===== config.mk =====
export PLATFORM = sky130hd
export DESIGN_NAME = i2c_master_byte_engine_unit
export DESIGN_NICKNAME = d
export VERILOG_FILES = /design/src/design/i2cm_pkg.sv /design/src/design/i2c_master_byte_engine_unit.sv
export SDC_FILE = /design/constraint.sdc
export NUM_CORES = 1
export LEC_CHECK = 0
export ABC_AREA = 1
export ABC_CLOCK_PERIOD_IN_PS = 6500
export BUFFER_PORTS_ARGS = -buffer_cell sky130_fd_sc_hd__buf_2
export CAP_MARGIN = 25
export CORE_AREA = 2 2 97 99
export DETAILED_ROUTE_END_ITERATION = 16
export DIE_AREA = 0 0 99 101
export PLACE_DENSITY = 0.85
export SLEW_MARGIN = 10
export SYNTH_ARGS = -nofsm -noshare
export SYNTH_HDL_FRONTEND = slang
export SYNTH_SLANG_ARGS = --single-unit

===== constraint.sdc =====
create_clock -name clk_i -period 6.5 [get_ports clk_i]
set_clock_uncertainty 0.2 [all_clocks]
set_input_delay 0.65 -clock clk_i [delete_from_list [all_inputs] [get_ports clk_i]]
set_output_delay 0.65 -clock clk_i [all_outputs]
set_load 0.03 [all_outputs]

===== src/design/i2cm_pkg.sv =====
`default_nettype none
package i2cm_pkg;

  localparam int WAIT_BITS_DEF = 16;
  localparam int CFG_W         = 16;
  localparam int DATA_BITS     = 8;
  localparam int WRITE_EDGES   = 18;
  localparam int PHASE_W       = 5;
  localparam int OP_W          = 3;
  localparam int CFG_IDX_W     = 2;

  localparam logic [CFG_W-1:0] PRE_WAIT_RST  = CFG_W'(10);
  localparam logic [CFG_W-1:0] POST_WAIT_RST = CFG_W'(10);

  typedef enum logic [OP_W-1:0] {
    OP_TICK    = 3'd0,
    OP_START   = 3'd1,
    OP_RESTART = 3'd2,
    OP_STOP    = 3'd3,
    OP_WRITE   = 3'd4,
    OP_READ    = 3'd5
  } op_e;

  typedef enum logic [CFG_IDX_W-1:0] {
    REG_PRE_WAIT  = 2'd0,
    REG_POST_WAIT = 2'd1,
    REG_STRETCH   = 2'd2
  } reg_idx_e;

  typedef enum logic [1:0] {
    SUB_PRE     = 2'd0,
    SUB_STRETCH = 2'd1,
    SUB_POST    = 2'd2
  } edge_sub_e;

  // one SCL edge of a command
  typedef struct packed {
    logic sda_en;   // set SDA before the edge
    logic sda_val;
    logic lvl;      // SCL level after the edge
    logic smp;      // sample SDA when the edge closes
    logic last;     // last edge of the command
  } edge_t;

  function automatic edge_t edge_info(logic [OP_W-1:0] op, logic [PHASE_W-1:0] idx,
                                      logic [DATA_BITS-1:0] shift, logic nack);
    edge_t e;
    e = '0;
    case (op)
      OP_START: begin
        e.sda_en = 1'b1; e.sda_val = 1'b0; e.last = 1'b1;
      end
      OP_RESTART: begin
        e.sda_en = 1'b1;
        if (idx == '0) begin
          e.sda_val = 1'b1; e.lvl = 1'b1;
        end else begin
          e.sda_val = 1'b0; e.last = 1'b1;
        end
      end
      OP_STOP: begin
        e.sda_en = 1'b1; e.sda_val = 1'b0; e.lvl = 1'b1; e.last = 1'b1;
      end
      OP_WRITE: begin
        if (idx < PHASE_W'(2 * DATA_BITS)) begin
          if (!idx[0]) begin
            // MSB first: bit 7 - idx/2
            e.sda_en  = 1'b1;
            e.sda_val = shift[~idx[3:1]];
            e.lvl     = 1'b1;
          end
        end else if (idx == PHASE_W'(WRITE_EDGES - 2)) begin
          e.sda_en = 1'b1; e.sda_val = 1'b1; e.lvl = 1'b1; e.smp = 1'b1;
        end else begin
          e.last = 1'b1;
        end
      end
      default: begin
        if (idx == '0) begin
          e.sda_en = 1'b1; e.sda_val = 1'b1;
        end else if (idx <= PHASE_W'(2 * DATA_BITS)) begin
          if (idx[0]) begin
            e.lvl = 1'b1; e.smp = 1'b1;
          end
        end else if (idx == PHASE_W'(2 * DATA_BITS + 1)) begin
          e.sda_en = 1'b1; e.sda_val = nack; e.lvl = 1'b1;
        end else begin
          e.last = 1'b1;
        end
      end
    endcase
    return e;
  endfunction

endpackage
`default_nettype wire


===== src/design/i2c_master_byte_engine_unit.sv =====
// I2C master bit engine, one timer tick per input transfer.
// Slave side (s_axis_*): one transfer per tick. tuser carries the command
// (0 tick, 1 start, 2 repeated start, 3 stop, 4 write byte, 5 read byte);
// tdata carries tx_byte, nack_last and the sampled SDA/SCL line levels.
// Master side (m_axis_*): exactly one result transfer per input transfer with
// the SCL/SDA drive levels, busy, done, the last write's ACK and last read byte.
// Config channel (cfg_*), always ready: register index 0 pre-edge wait, 1 post-
// edge wait, 2 stretch enable; user writes only while engine is idle, unchecked.
// Latency: the result of a tick is valid the cycle after its transfer.
// Throughput: one tick per cycle; the state update and result encoding are a
// single combinational pass into the state and result registers.
// A stalled master side holds the result register and drops s_axis_tready
// only while that register is full and not being taken.
// Reset: lines released high, no command in progress, waits back to 10 ticks,
// stretch off, held ACK and read byte cleared.
`default_nettype none
module i2c_master_byte_engine_unit
  import i2cm_pkg::*;
#(
  parameter int WAIT_BITS = WAIT_BITS_DEF
) (
  input  wire logic                 clk_i,
  input  wire logic                 rst_ni,
  input  wire logic                 s_axis_tvalid,
  output logic                      s_axis_tready,
  // [7:0] tx_byte, [8] nack_last, [9] sda_in, [10] scl_in, [15:11] zero
  input  wire logic [15:0]          s_axis_tdata,
  // [2:0] op
  input  wire logic [OP_W-1:0]      s_axis_tuser,
  output logic                      m_axis_tvalid,
  input  wire logic                 m_axis_tready,
  // [0] scl_out, [1] sda_out, [2] busy_res, [3] done_res, [4] acked,
  // [12:5] rx_byte, [15:13] zero
  output logic [15:0]               m_axis_tdata,
  input  wire logic                 cfg_valid,
  output logic                      cfg_ready,
  input  wire logic [CFG_IDX_W-1:0] cfg_index,
  input  wire logic [CFG_W-1:0]     cfg_data
);

  localparam int CMP_W = (WAIT_BITS > CFG_W) ? WAIT_BITS : CFG_W;
  localparam logic [CMP_W-1:0] WAIT_MAX = CMP_W'({WAIT_BITS{1'b1}});

  // config
  logic [CFG_W-1:0] pre_wait_q, post_wait_q;
  logic             stretch_q;

  // engine state
  logic [OP_W-1:0]      cmd_op_q, cmd_op_d;
  logic                 cmd_nack_q, cmd_nack_d;
  logic [PHASE_W-1:0]   phase_q, phase_d;
  logic [WAIT_BITS-1:0] wait_q, wait_d;
  edge_sub_e            sub_q, sub_d;
  logic [DATA_BITS-1:0] shift_q, shift_d;
  logic                 ack_q, ack_d;
  logic                 scl_q, scl_d;
  logic                 sda_q, sda_d;
  logic [DATA_BITS-1:0] hold_q, hold_d;
  logic                 done_d;

  // result register
  logic        out_valid_q;
  logic [15:0] out_data_q, out_data_d;

  logic [OP_W-1:0]      in_op;
  logic [DATA_BITS-1:0] in_tx;
  logic                 in_nack, in_sda, in_scl;
  logic                 accept;
  logic [CMP_W-1:0]     pre_lim, post_lim, wait_ext;
  edge_t                ed;

  assign in_op   = s_axis_tuser;
  assign in_tx   = s_axis_tdata[7:0];
  assign in_nack = s_axis_tdata[8];
  assign in_sda  = s_axis_tdata[9];
  assign in_scl  = s_axis_tdata[10];

  assign s_axis_tready = !out_valid_q || m_axis_tready;
  assign accept        = s_axis_tvalid && s_axis_tready;
  assign cfg_ready     = 1'b1;
  assign m_axis_tvalid = out_valid_q;
  assign m_axis_tdata  = out_data_q;

  // waits longer than the counter saturate at its largest value
  assign pre_lim  = (CMP_W'(pre_wait_q) > WAIT_MAX) ? WAIT_MAX : CMP_W'(pre_wait_q);
  assign post_lim = (CMP_W'(post_wait_q) > WAIT_MAX) ? WAIT_MAX : CMP_W'(post_wait_q);
  assign wait_ext = CMP_W'(wait_q);

  assign ed = edge_info(cmd_op_q, phase_q, shift_q, cmd_nack_q);

  always_comb begin
    logic post_chk;
    cmd_op_d   = cmd_op_q;
    cmd_nack_d = cmd_nack_q;
    phase_d    = phase_q;
    wait_d     = wait_q;
    sub_d      = sub_q;
    shift_d    = shift_q;
    ack_d      = ack_q;
    scl_d      = scl_q;
    sda_d      = sda_q;
    hold_d     = hold_q;
    done_d     = 1'b0;
    post_chk   = 1'b0;

    if (cmd_op_q == OP_TICK) begin
      if (in_op >= OP_START && in_op <= OP_READ) begin
        cmd_op_d   = in_op;
        cmd_nack_d = in_nack;
        phase_d    = '0;
        wait_d     = '0;
        sub_d      = SUB_PRE;
        shift_d    = (in_op == OP_WRITE) ? in_tx : '0;
      end
    end else begin
      case (sub_q)
        SUB_PRE: begin
          if (ed.sda_en) sda_d = ed.sda_val;
          if (wait_ext < pre_lim) begin
            wait_d = wait_q + 1'b1;
          end else begin
            scl_d  = ed.lvl;
            wait_d = '0;
            sub_d  = (stretch_q && ed.lvl) ? SUB_STRETCH : SUB_POST;
          end
        end
        SUB_STRETCH: begin
          if (in_scl) begin
            sub_d    = SUB_POST;
            post_chk = 1'b1;
          end
        end
        default: post_chk = 1'b1;
      endcase

      if (post_chk) begin
        if (wait_ext < post_lim) begin
          wait_d = wait_q + 1'b1;
        end else begin
          if (ed.smp) begin
            if (cmd_op_q == OP_WRITE) ack_d = !in_sda;
            else shift_d = {shift_q[DATA_BITS-2:0], in_sda};
          end
          wait_d = '0;
          sub_d  = SUB_PRE;
          if (ed.last) begin
            if (cmd_op_q == OP_STOP || cmd_op_q == OP_READ) sda_d = 1'b1;
            if (cmd_op_q == OP_READ) hold_d = shift_q;
            cmd_op_d   = OP_TICK;
            cmd_nack_d = 1'b0;
            phase_d    = '0;
            done_d     = 1'b1;
          end else begin
            phase_d = phase_q + 1'b1;
          end
        end
      end
    end

    out_data_d = {3'b000, hold_d, ack_d, done_d, (cmd_op_d != OP_TICK), sda_d, scl_d};
  end

  always_ff @(posedge clk_i or negedge rst_ni) begin
    if (!rst_ni) begin
      pre_wait_q  <= PRE_WAIT_RST;
      post_wait_q <= POST_WAIT_RST;
      stretch_q   <= 1'b0;
    end else if (cfg_valid && cfg_ready) begin
      case (cfg_index)
        REG_PRE_WAIT:  pre_wait_q  <= cfg_data;
        REG_POST_WAIT: post_wait_q <= cfg_data;
        REG_STRETCH:   stretch_q   <= cfg_data[0];
        default: ;
      endcase
    end
  end

  always_ff @(posedge clk_i or negedge rst_ni) begin
    if (!rst_ni) begin
      cmd_op_q    <= OP_TICK;
      cmd_nack_q  <= 1'b0;
      phase_q     <= '0;
      wait_q      <= '0;
      sub_q       <= SUB_PRE;
      shift_q     <= '0;
      ack_q       <= 1'b0;
      scl_q       <= 1'b1;
      sda_q       <= 1'b1;
      hold_q      <= '0;
      out_valid_q <= 1'b0;
    end else begin
      if (accept) begin
        cmd_op_q    <= cmd_op_d;
        cmd_nack_q  <= cmd_nack_d;
        phase_q     <= phase_d;
        wait_q      <= wait_d;
        sub_q       <= sub_d;
        shift_q     <= shift_d;
        ack_q       <= ack_d;
        scl_q       <= scl_d;
        sda_q       <= sda_d;
        hold_q      <= hold_d;
        out_valid_q <= 1'b1;
      end else if (m_axis_tready) begin
        out_valid_q <= 1'b0;
      end
    end
  end

  always_ff @(posedge clk_i) begin
    if (accept) out_data_q <= out_data_d;
  end

endmodule
`default_nettype wire


# == Word level (Yosys, flattened, before mapping) ==
# Index checks and enable logic that the tools add are counted.
# word_totals
reg_bits,93
inputBits,42
# op_classes
order_cmp,9
n_mux,86
eq_ne,14
bitwise_logic,2
n_reduce_logical,28
add_sub_neg,2
# ops
operator,n
2-to-1 mux 16 bit,8
2-to-1 mux 8 bit,12
2-to-1 mux 1 bit,33
greater-than comparator 16 bit (second input constant),2
< comparator 16 bit,2
2-to-1 mux 3 bit,9
2-to-1 mux 5 bit,5
2-to-1 mux 2 bit,11
adder 16 x 1 -> 16 bit (second input constant),1
equality test 5 bit (second input constant),2
equality test 3 bit (second input constant),3
AND reduction 2 bit,4
nonzero test 2 bit,4
equality test 3 x 2 -> 1 bit (second input constant),2
one-hot mux 2 bit (3 select lines),1
AND reduction 6 bit,1
nonzero test 3 bit,2
OR reduction 3 bit,2
adder 5 x 1 -> 5 bit (second input constant),1
less-or-equal comparator 5 bit (second input constant),1
zero test 5 bit,1
< comparator 5 bit (second input constant),1
AND reduction 5 bit,1
equality test 2 x 1 -> 1 bit (second input constant),2
other kinds (23),30

# == Depth between registers and ports, before layout ==
# logic_depth
depth_word,13
mapped_depth,17
depth_no_buf,16

# == Least setup slack after synthesis ==
# OpenSTA, ideal clock, no wires.
# synth_timing
path_kind,input to register
from,in m_axis_tready
to,reg shift_q[6]
arrival_ns,2.043
setup_ns,0.128
path_slack_ns,4.129
stages,12
path_cell_list,inv_1 -> nand2_1 -> nand2_2 -> inv_1 -> nand2_1 -> nor2_1 -> nand2_2 -> inv_2 -> nand2_4 -> buf_6 -> nand2_1 -> o21ai_0
# synth_between
elab_chain_cells,3
# synth_rtl
element,line_no,source
"start, declared",i2c_master_byte_engine_unit.sv:31,"input wire logic m_axis_tready,"
logical OR 1 bit,i2c_master_byte_engine_unit.sv:78,assign s_axis_tready = !out_valid_q || m_axis_tready;
via s_axis_tready,i2c_master_byte_engine_unit.sv:25,"output logic s_axis_tready,"
logical AND 1 bit,i2c_master_byte_engine_unit.sv:79,assign accept = s_axis_tvalid && s_axis_tready;
AND reduction 6 bit (no line),n/a,
"end signal, assigned",i2c_master_byte_engine_unit.sv:198,shift_q <= shift_d;
"end, declared",i2c_master_byte_engine_unit.sv:54,"logic [DATA_BITS-1:0] shift_q, shift_d;"
# The timed path passes the listed nets, and every way through them passes these cells.
# A chain may end at the register's enable or synchronous reset.

# == Worst setup path after layout ==
# layout_timing
from,reg out_valid_q (netlist: m_axis_tvalid)
to,reg wait_q[15] (netlist: wait_ext[15])
# layout_between
elab_chain_cells,4
# layout_rtl
element,line_no,source
"start, declared",i2c_master_byte_engine_unit.sv:62,logic out_valid_q;
"start signal, assigned",i2c_master_byte_engine_unit.sv:190,out_valid_q <= 1'b0;
"start signal, assigned",i2c_master_byte_engine_unit.sv:203,out_valid_q <= 1'b1;
"start signal, assigned",i2c_master_byte_engine_unit.sv:205,out_valid_q <= 1'b0;
zero test 1 bit,i2c_master_byte_engine_unit.sv:78,
logical OR 1 bit,i2c_master_byte_engine_unit.sv:78,
logical AND 1 bit,i2c_master_byte_engine_unit.sv:79,
AND reduction 3 bit (no line),n/a,
"end signal, assigned",i2c_master_byte_engine_unit.sv:196,wait_q <= wait_d;
"end, declared",i2c_master_byte_engine_unit.sv:52,"logic [WAIT_BITS-1:0] wait_q, wait_d;"
# No other way between the ends.

==> qor.yml <==
power_and_ir_drop:
  totalPowerFinal_mw: 2.05
  leakagePower_nw: 3.27
  ir_drop_mv: 0.154
  power.density_mw_per_mm2: 331
final_layout:
  diodes: 0
  fin_area_mm2: 0.00620
  fillCellCount: 728
  layout.nets: 865
  finalNonFillerCells: 905
  drive_gt1_share_pct: 13.0
  area_delta_synth_final_pct: 9.94
clocking:
  clockRootBuffer: "clkbuf_8"
  ctsHoldBuffers: 0
  clock_sinks: 93
  cts_resized: 0
  cts_tree: "done"
  cts_buffer_depth: 2
  cts_buffers: 9
  htreeDepth: 3
  clk_latency_ns: 0.37
  path_clk_slew_ns: 0.10
  post_cts_buffers: 0
sta:
  hold_viol: 0
  slew_viol_final: 0
  worst_pin_slew_ns: 0.922
  period_needed_ns: 3.05
  slew-limit-headroom_pct: 38.4
  rsz0062_at_grt: "no"
  fmax_mhz: 327
  setup_viol: 0
  setup_tns_ns: 0
  whs_ns: 0.0399
  fin_crit_sh_pct: 47.0
synth:
  syn_avg_cell_area_um2: 7.59
  synth_top_area_share_pct: 32.8
  yosys-top-cells-area: "dfrtp_1, nand2_1, ha_1, edfxtp_1, inv_1"
  async_flop_share_pct: 86.0
  yosysWarnings: 0
  synth_edf_count: 13
  yosys.area.top_type: "dfrtp_1"
  ys.flop_type: "dfrtp_1"
  synth_seq_cells: 93
  syn_area_mm2: 0.00564
  ys_seq_area_share_pct: 42.5
  syn_inst: 743
  synth.distinct_cells: 38
run:
  cap_violations: 0
drt:
  final_antenna_net_count: 0
  wl_per_cell_um: 12.9
  vias: 4865
  dr.pass1.iters: 5
  viasPerCell: 5.38
  drt-total-wl_um: 11700
  drc: 0
  drtIter0Drc: 194
floorplan:
  core-area_mm2: 0.00898
  row_count: 35
  io_pins: 61
  fp.dieW_um: 99
  initial_core_util_pct: 62.8
  dieHeight_um: 101
  dieArea_mm2: 0.0100
critical_path:
  critPathKind: "reg -> reg"
  arrival_ns: 3.15
  r2r_slack_ns: 3.45
  r2r_end: "wait_ext[15]$_DFFE_PN0P_"
  crit_start: "m_axis_tvalid$_DFFE_PN0P_"
  cp.required_ns: 6.59
  worstPathMaxFanout: 28
  cp-endpoint: "wait_ext[15]$_DFFE_PN0P_"
  crit_path_end_kind: "flop"
  cp-start-kind: "flop"
  crit-reg2reg-launch: "m_axis_tvalid$_DFFE_PN0P_"
  worstRegToRegCells: 8
placed_design:
  portBuffers: 51
  gp_congestion: 0.843
  placed_cells: 886
  dpl-instance-area_mm2: 0.00592
  hpwl_um: 8460
hold_path:
  hold_path.class: "in -> async"
grt:
  overflow: 0
  grt_max_degree: 81
  antenna_found_initial: 0
  grt_pass1_wl_um: 20400
  gr-usage-all-layers_pct: 25.3
  grt_pass1_vias: 4718
status:
  status: "finished, final reports clean"
[worst max-delay path: stages (launching register included)]
cell and delay [ns]:
dfrtp_1 0.38, nand2_1 0.11, nand2_2 0.22, inv_1 0.76
nand2_1 0.33, a21oi_4 0.36, nand2_2 0.13, nand3b_4 0.28
o21ai_0 0.20
[worst min path at each step]
stage,end,from,depth (start not counted)
after CTS,hold_q[1]$_DFFE_PN0P_,rst_ni,1
after global routing,hold_q[1]$_DFFE_PN0P_,rst_ni,1
after global placement,sda_q$_DFFE_PN1P_,sda_q$_DFFE_PN1P_,2
after detailed placement,sda_q$_DFFE_PN1P_,sda_q$_DFFE_PN1P_,2
after floorplan,ack_q$_DFFE_PN0P_,rst_ni,0
final,hold_q[4]$_DFFE_PN0P_,rst_ni,1
[power breakdown]
group / leakage [nW] / internal [mW] / switching [mW] / total (mW)
Clock: 0.110 / 0.223 / 0.223 / 0.446
Sequential: 1.16 / 0.708 / 0.117 / 0.825
Combinational: 1.99 / 0.259 / 0.525 / 0.784
[per-layer routing]
metal,routed length (um),part of all wire (%),vias up,track usage [%]
met1,4970,43,2224,30.8
met2,5840,50,151,45.4
met3,571,4.9,23,3.47
li1,-,-,2467,-
met5,0,0,-,0
met4,280,2.4,0,9.91
[cell usage after synthesis (2+ instances only)]
| master | count |
|---|---|
| nand2_1 | 258 |
| inv_1 | 98 |
| dfrtp_1 | 74 |
| o21ai_0 | 64 |
| nand3_1 | 44 |
| ha_1 | 34 |
| nor2_1 | 25 |
| a21oi_1 | 20 |
| edfxtp_1 | 13 |
| nor3_1 | 11 |
| xor2_1 | 11 |
| clkbuf_1 | 10 |
| nand4_1 | 9 |
| a22oi_1 | 8 |
| buf_4 | 7 |
| o22ai_1 | 7 |
| dfstp_2 | 6 |
| nand2_2 | 5 |
| inv_2 | 4 |
| buf_2 | 3 |
| nor2_2 | 3 |
| nor4_1 | 3 |
| o21a_1 | 3 |
| o21ai_2 | 3 |
| a21oi_2 | 2 |
| buf_6 | 2 |
| conb_1 | 2 |
| nand2_4 | 2 |
| or2_2 | 2 |
| xnor2_1 | 2 |
[area by class of cell]
class	instances	area [um2]	area share, %
Clock buffer	9	124	2.00
Tap cell	111	139	2.24
Clock inverter	7	106	1.72
Sequential cell	93	2400	38.7
Multi-Input combinational cell	527	2730	44.0
Inverter	103	389	6.28
Timing Repair Buffer	55	312	5.02
[kinds of logic after synthesis]
family                   share of synthesized area (%)
AND/OR/NAND/NOR                                   27.7
XOR/XNOR                                          2.02
buffers and inverters                             9.16
AO/OA/AOI/OAI                                     10.9
other                                            0.133
flip-flops                                        42.5
adder cells (fa/ha/maj)                           7.54
[layout by cell type, fill, tap and decap left out, drive strengths merged, types with 6 or more instances in the layout]
| master | n |
|---|---|
| a22oi | 8 |
| nand4 | 9 |
| edfxtp | 13 |
| nand3 | 44 |
| dfstp | 6 |
| nand2 | 265 |
| o22ai | 7 |
| inv | 106 |
| nor3 | 11 |
| clkbuf | 9 |
| a21oi | 23 |
| ha | 34 |
| buf | 55 |
| nor2 | 30 |
| dfrtp | 74 |
| o21ai | 67 |
| xor2 | 11 |
[metrics by stage]
step / setup slack, ns / utilization [%]
finish: 3.45 / 69.1
global route: 3.12 / 69.1
CTS: 3.41 / 68.6
detailed placement: 3.04 / 66.0
global placement: 3.19 / 66.0
floorplan: 4.13 / -
[registers in the layout (all words and copies together), names as in the netlist, 2 cells and up]
signal and cells:
post_wait_q 16, cmd_op_q 3, hold_q 8, sub_q 2
m_axis_tdata 13, phase_q 5, pre_wait_q 16, wait_ext 16
shift_q 8
Power figures use the tool's default switching activity.
